$ cat config.mk
export PLATFORM = sky130hd
export DESIGN_NAME = tccw_cursor
export DESIGN_NICKNAME = d
export VERILOG_FILES = /design/src/tccw_pkg.sv /design/src/tccw_cursor.sv
export SDC_FILE = /design/constraint.sdc
export NUM_CORES = 1
export LEC_CHECK = 0
export BUFFER_PORTS_ARGS = -buffer_cell sky130_fd_sc_hd__buf_2
export CORE_UTILIZATION = 40
export DETAILED_ROUTE_END_ITERATION = 16
export PLACE_DENSITY_LB_ADDON = 0.25
export SLEW_MARGIN = 20
export SYNTH_ARGS = -nofsm -noshare
export SYNTH_HDL_FRONTEND = slang
export SYNTH_SLANG_ARGS = --single-unit
$ cat constraint.sdc
create_clock -name vclk -period 3.9
set_clock_uncertainty 0.2 [all_clocks]
set_input_delay 0.585 -clock vclk [all_inputs]
set_output_delay 0.585 -clock vclk [all_outputs]
set_load 0.005 [all_outputs]
$ cat src/tccw_pkg.sv
// ---------------------------------------------------------------------------
// tccw_pkg: text console character writer definitions
// Character codes, request actions and the control group passed from the
// cursor unit to the top level.
// ---------------------------------------------------------------------------
package tccw_pkg;

    localparam logic [7:0] CODE_CR = 8'h0d;
    localparam logic [7:0] CODE_LF = 8'h0a;
    localparam logic [7:0] CODE_BS = 8'h08;
    localparam logic [7:0] BLANK   = 8'h20;

    localparam logic ACT_PUT  = 1'b0;
    localparam logic ACT_READ = 1'b1;

    typedef struct packed {
        logic wr_en;
        logic scroll;
    } t_put_ctrl;

endpackage

$ cat src/tccw_cursor.sv
// ---------------------------------------------------------------------------
// tccw_cursor: cursor update for put requests
// Decodes the character code, computes the store write and the next cursor
// and column, and flags a scroll when the cursor runs past the screen.
// ---------------------------------------------------------------------------
module tccw_cursor #(
    parameter int COLUMNS = 80,
    parameter int ROWS    = 25,
    localparam int CELLS  = COLUMNS * ROWS,
    localparam int CW     = $clog2(CELLS + COLUMNS),
    localparam int AW     = $clog2(CELLS),
    localparam int LW     = (COLUMNS > 1) ? $clog2(COLUMNS) : 1
) (
    input  logic [CW-1:0]       i_cursor,
    input  logic [LW-1:0]       i_col,
    input  logic [7:0]          i_code,
    output logic [CW-1:0]       o_cursor,
    output logic [LW-1:0]       o_col,
    output logic [AW-1:0]       o_wr_addr,
    output logic [7:0]          o_wr_data,
    output tccw_pkg::t_put_ctrl o_ctrl
);

    logic [CW-1:0] step;

    always_comb begin
        step      = i_cursor;
        o_col     = i_col;
        o_wr_addr = AW'(i_cursor);
        o_wr_data = i_code;
        o_ctrl    = '0;
        priority if (i_code == tccw_pkg::CODE_CR) begin
            step  = i_cursor - CW'(i_col);
            o_col = '0;
        end else if (i_code == tccw_pkg::CODE_LF) begin
            step = i_cursor + CW'(COLUMNS);
        end else if (i_code == tccw_pkg::CODE_BS) begin
            if (i_cursor != '0) begin
                step         = i_cursor - CW'(1);
                o_col        = (i_col == '0) ? LW'(COLUMNS - 1) : i_col - LW'(1);
                o_wr_addr    = AW'(step);
                o_wr_data    = tccw_pkg::BLANK;
                o_ctrl.wr_en = 1'b1;
            end
        end else begin
            step         = i_cursor + CW'(1);
            o_col        = (i_col == LW'(COLUMNS - 1)) ? '0 : i_col + LW'(1);
            o_ctrl.wr_en = 1'b1;
        end
        if (step >= CW'(CELLS)) begin
            o_cursor      = step - CW'(COLUMNS);
            o_ctrl.scroll = 1'b1;
        end else begin
            o_cursor = step;
        end
    end

endmodule

Word-level counts from Yosys, hierarchy flattened
Cells that the tools add are included.
{"block": "totals", "mem_bits_ro": 0, "memories": 0, "latchBits": 0, "ff_bits": 0, "elab_cells": 38, "mem_bits_rw": 0, "output_inout_bits": 40}
{"block": "classes", "reduce_logical": 2, "addsub": 7, "n_div": 0, "bitwise_logic": 0, "magnitude_cmp": 1, "n_eq_ne": 4, "muxes": 24, "shift": 0, "n_mul": 0}
{"op": "two-way mux 12 bit", "count": 5}
{"op": "two-way mux 11 bit", "count": 4}
{"op": "two-way mux 7 bit", "count": 6}
{"op": "two-way mux 8 bit", "count": 4}
{"op": "== test 8 x 4 -> 1 bit (second input constant)", "count": 3}
{"op": "adder 12 x 1 -> 12 bit (second input constant)", "count": 1}
{"op": "adder 12 x 7 -> 12 bit (second input constant)", "count": 1}
{"op": "greater-or-equal comparator 12 x 11 -> 1 bit (second input constant)", "count": 1}
{"op": "nonzero test 12 bit", "count": 1}
{"op": "subtractor 12 x 1 -> 12 bit (second input constant)", "count": 1}
{"op": "subtractor 12 x 7 -> 12 bit", "count": 1}
{"op": "subtractor 12 x 7 -> 12 bit (second input constant)", "count": 1}
{"op": "adder 7 x 1 -> 7 bit (second input constant)", "count": 1}
{"op": "== test 7 bit (second input constant)", "count": 1}
{"op": "zero test 7 bit", "count": 1}
{"op": "subtractor 7 x 1 -> 7 bit (second input constant)", "count": 1}
{"op": "two-way mux 1 bit", "count": 5}

Longest topological paths before layout
{"block": "logic_depth", "word_depth": 7, "mapped_depth": 17, "mapped_depth_nobuf": 15}

Worst setup path after synthesis
Ideal clock, no wire load.
{"block": "synth_path", "path_type": "input to output", "startpoint": "input i_cursor[4]", "endpoint": "output o_cursor[5]", "slack_ps": -477, "required_ps": 3115, "t_arrival_ps": 3592, "path_buffers": 2, "cell_stages": 16, "path_cell_list": "clkbuf_1 -> inv_1 -> ha_1 -> nor3b_1 -> nand3_1 -> clkbuf_1 -> a31oi_1 -> xnor2_1 -> nand2_1 -> o221ai_1 -> ha_1 -> o211ai_1 -> o41ai_2 -> nand4_1 -> o31ai_4 -> mux2i_1"}
{"block": "synth_between", "elab_chain_len": 7, "elab_cells_between_ends": 12, "cone_classes": "5 x add/sub; 1 x order compare; 5 x mux; 1 x reduce/logical"}
{"item": "from (decl)", "line": "tccw_cursor.sv:14", "text": "input logic [CW-1:0] i_cursor,"}
{"item": "subtractor 12 x 1 -> 12 bit or nonzero test 12 bit (tied branches)", "line": "tccw_cursor.sv:39, tccw_cursor.sv:38"}
{"item": "two-way mux 12 bit", "line": "tccw_cursor.sv:38", "text": "if (i_cursor != '0) begin"}
{"item": "two-way mux 12 bit", "line": "tccw_cursor.sv:37", "text": "end else if (i_code == tccw_pkg::CODE_BS) begin"}
{"item": "two-way mux 12 bit", "line": "tccw_cursor.sv:35", "text": "end else if (i_code == tccw_pkg::CODE_LF) begin"}
{"item": "two-way mux 12 bit *", "line": "tccw_cursor.sv:32", "text": "priority if (i_code == tccw_pkg::CODE_CR) begin"}
{"item": "subtractor 12 x 7 -> 12 bit or greater-or-equal comparator 12 x 11 -> 1 bit (tied branches)", "line": "tccw_cursor.sv:51, tccw_cursor.sv:50"}
{"item": "two-way mux 12 bit *", "line": "tccw_cursor.sv:50", "text": "if (step >= CW'(CELLS)) begin"}
{"item": "to (decl)", "line": "tccw_cursor.sv:17", "text": "output logic [CW-1:0] o_cursor,"}
Mark *: on every way between the ends. The rest lies on a longest branch, timed or not.

Final worst setup path
{"block": "layout_path", "startpoint": "input i_code[5]", "endpoint": "output o_cursor[5]"}
{"block": "layout_between", "elab_chain_len": 6, "elab_cells_between_ends": 9, "cone_classes": "1 x add/sub; 1 x order compare; 3 x eq/ne; 4 x mux"}
{"item": "from (decl)", "line": "tccw_cursor.sv:16", "text": "input logic [7:0] i_code,"}
{"item": "== test 8 x 4 -> 1 bit", "line": "tccw_cursor.sv:37"}
{"item": "two-way mux 12 bit", "line": "tccw_cursor.sv:37"}
{"item": "two-way mux 12 bit", "line": "tccw_cursor.sv:35"}
{"item": "two-way mux 12 bit *", "line": "tccw_cursor.sv:32"}
{"item": "subtractor 12 x 7 -> 12 bit or greater-or-equal comparator 12 x 11 -> 1 bit (tied branches)", "line": "tccw_cursor.sv:51, tccw_cursor.sv:50"}
{"item": "two-way mux 12 bit *", "line": "tccw_cursor.sv:50"}
Marked as above.

==> run_results.csv <==
group,metric,value,unit
drt,drt_pass1_iterations,5,
drt,drc,0,
placement,dp_hpwl,7.44,mm
placement,place_area,3340,sq um
critical_path,crit_family,"compound AO/OA/AOI/OAI gates",
drt,detail-route-antenna-nets,0,
synth,avgSynthCellArea,6.24,sq um
cells_and_area,final_nets,556,
run,drv_cap,0,
floorplan,die_w,76.0,microns
critical_path,arrival,3460,ps
critical_path,path_depth,13,
global_route,grtUsageTotal,0.313,
synth,netlist.area_leader.share,0.0914,
sta,hold_violations,0,
critical_path,critical_path_required,3120,ps
synth,syn_nets,395,
critical_path,critPathSlowestCell,"or4_4",
cells_and_area,clockBufferCount,0,
run_status,failed_checks,"setup timing",
global_route,antenna_found_initial,0,
drt,num_vias,3548,
floorplan,die_h,76.0,microns
sta,finalCriticalPeriod,4240,ps
critical_path,critPathMaxFanout,4,
cells_and_area,final_area,3730,sq um
run_status,status,"complete, but fails checks",
sta,fin_crit_sh,1.09,
sta,max_freq,236,MHz
global_route,grt_pass1_wl,15.0,mm
sta,postLayoutSetupSlackWorst,-343,ps
critical_path,startpoint,"i_code[5]",
global_route,gr-total-overflow,0,
synth,synth.distinct_cells,62,
synth,synthTopCellsByArea,"ha_1 9.1%, xnor2_1 8.4%, a21oi_1 7.5%",
critical_path,crit_buf_inv,4,
drt,wl_per_cell,16.8,microns
synth,synthCells,351,
synth,synth_top_area_cell,"ha_1",
critical_path,crit_chain,"buf_2 -> or4_4 -> buf_4 -> buf_4 -> a21oi_1 -> nor3_1 -> a311oi_1 -> o2bb2ai_2 -> o41ai_2 -> nand4_1 -> o31ai_4 -> mux2i_1 -> buf_2",
sta,worst_slew_pin_slew,555,ps
floorplan,die_area,5780,sq um
cells_and_area,final-seq-area,0,sq um
cells_and_area,syn2layout_area_growth,70.4,%
drt,drt-total-wl,9.73,mm
cells_and_area,final_layout_size_suffix_gt1_frac,0.492,
placement,gp_congestion,1.00,
sta,timing.hold.ws,1180,ps
pwr,p_leak,1.63,nW
sta,rsz0062_at_grt,"true",
floorplan,pin_count,67,
global_route,first_global_vias,3224,
synth,yosys_warnings,0,
critical_path,crit_path_max_incr_delay,560,ps
floorplan,rows,26,
clock_tree,postCtsHoldBufs,0,
critical_path,end_kind,"output port",
critical_path,crit_path_start_kind,"primary input",
pwr,ir_drop,69.2,uV
critical_path,critPathCapture,"o_cursor[5]",
cells_and_area,diodes,0,
cells_and_area,seq_cell_count,0,
global_route,grt_max_degree,14,
drt,via_per_inst,6.12,
sta,drv_slew,0,
synth,syn-cell-area,2190,sq um
synth,seq_area_frac_synth,0,
floorplan,start_util,0.421,
sta,final-setup-viol-count,4,
sta,slew_headroom,0.627,
floorplan,core_area,5200,sq um
critical_path,critical_path_class,"in2out",
placement,io_buffers,67,
pwr,p_per_area,97.7,nW/um^2
drt,dr.first_iter.drc_count,471,
worst_hold_path,hold_class,"in2out",
[how the worst min path moves through the flow]
stage	start	end	slack [ps]	cells past startpoint
after floorplan	i_cursor[5]	o_wr_addr[5]	1030	1
after global routing	i_code[7]	o_wr_data[7]	1200	2
after global placement	i_code[6]	o_wr_data[6]	1170	2
after CTS	i_code[7]	o_wr_data[7]	1170	2
after detailed placement	i_code[6]	o_wr_data[6]	1170	2
final	i_code[7]	o_wr_data[7]	1180	2
[synth_stat cells (all sizes together), types with 4 or more instances]
cell,count
nor4,5
o21bai,4
nor3,18
a211oi,7
nand3,14
ha,16
xnor2,21
nand2,33
xor2,4
buf,8
a31oi,7
nor2,32
inv,20
nor3b,5
a21oi,35
and3,6
nand4,7
clkbuf,17
o21ai,26
[cells in the final DEF, fill, tap and decap left out, drive strengths merged, types with 3 or more instances in the layout]
master  count
o21ai      26
o31ai       3
nor2b       3
a31oi       7
a211oi      7
nor3       18
nand3      14
or2         3
o21bai      4
inv        20
o311ai      3
nand2      33
xnor2      21
or3         3
nor3b       5
nand4       7
mux2i       3
nor2       32
o211ai      3
o221ai      3
nor4        5
and3        6
buf       184
ha         16
o22ai       3
a21oi      35
xor2        4
[power breakdown]
| group | internal, mW | leakage [nW] | switching [mW] |
|---|---|---|---|
| Sequential | 0 | 0 | 0 |
| Combinational | 0.177 | 1.63 | 0.188 |
| Clock | 0 | 0 | 0 |
[kinds of logic (layout without fill, tap and decap cells)]
| logic type | count (synthesis) | in the layout | synth area share |
|---|---|---|---|
| xor gates and xnor gates | 25 | 25 | 0.0999 |
| muxes | 3 | 3 | 0.0137 |
| buffers and inverters | 45 | 204 | 0.0828 |
| and+or+nand+nor | 144 | 144 | 0.347 |
| AOI/OAI and AO/OA | 117 | 117 | 0.356 |
| adders and majority gates | 17 | 17 | 0.101 |
[layout make-up]
type                       instances  area (sq um)
timing repair buffer             184          1240
tap                               70          87.6
multi-input combinational        306          2330
fill                             419          1470
inverter                          20          77.6
[metrics by stage]
stage | utilization | TNS, ps | power, mW | setup WS, ps | cells
6_report | 0.717 | -969 | 0.365 | -343 | 580
5_1_grt | 0.717 | -1400 | 0.394 | -435 | 580
4_1_cts | 0.673 | -1320 | 0.333 | -408 | 576
3_5_place_dp | 0.641 | -2170 | 0.314 | -503 | 568
3_3_place_gp | 0.641 | -1390 | 0.306 | -373 | 568
2_1_floorplan | - | -66.3 | 0.168 | -66.3 | 351
[per-layer routing]
metal  global-route usage  vias to the layer above  wire [microns]
met4                0.117                        0             377
met3               0.0335                       35             865
met1                0.388                     1641            3930
li1                     -                     1640               -
met2                0.553                      232            4560
met5                    0                        -               0
[repair_timing]
item / 4_1_cts / 5_1_grt
gates resized for setup: 27 / 44
hold endpoints to repair: 0 / 0
setup endpoints to repair: 9 / 9
buffers inserted: 8 / 5
pin swaps: 22 / 27
No activity file was read; power rests on OpenSTA's default activity.
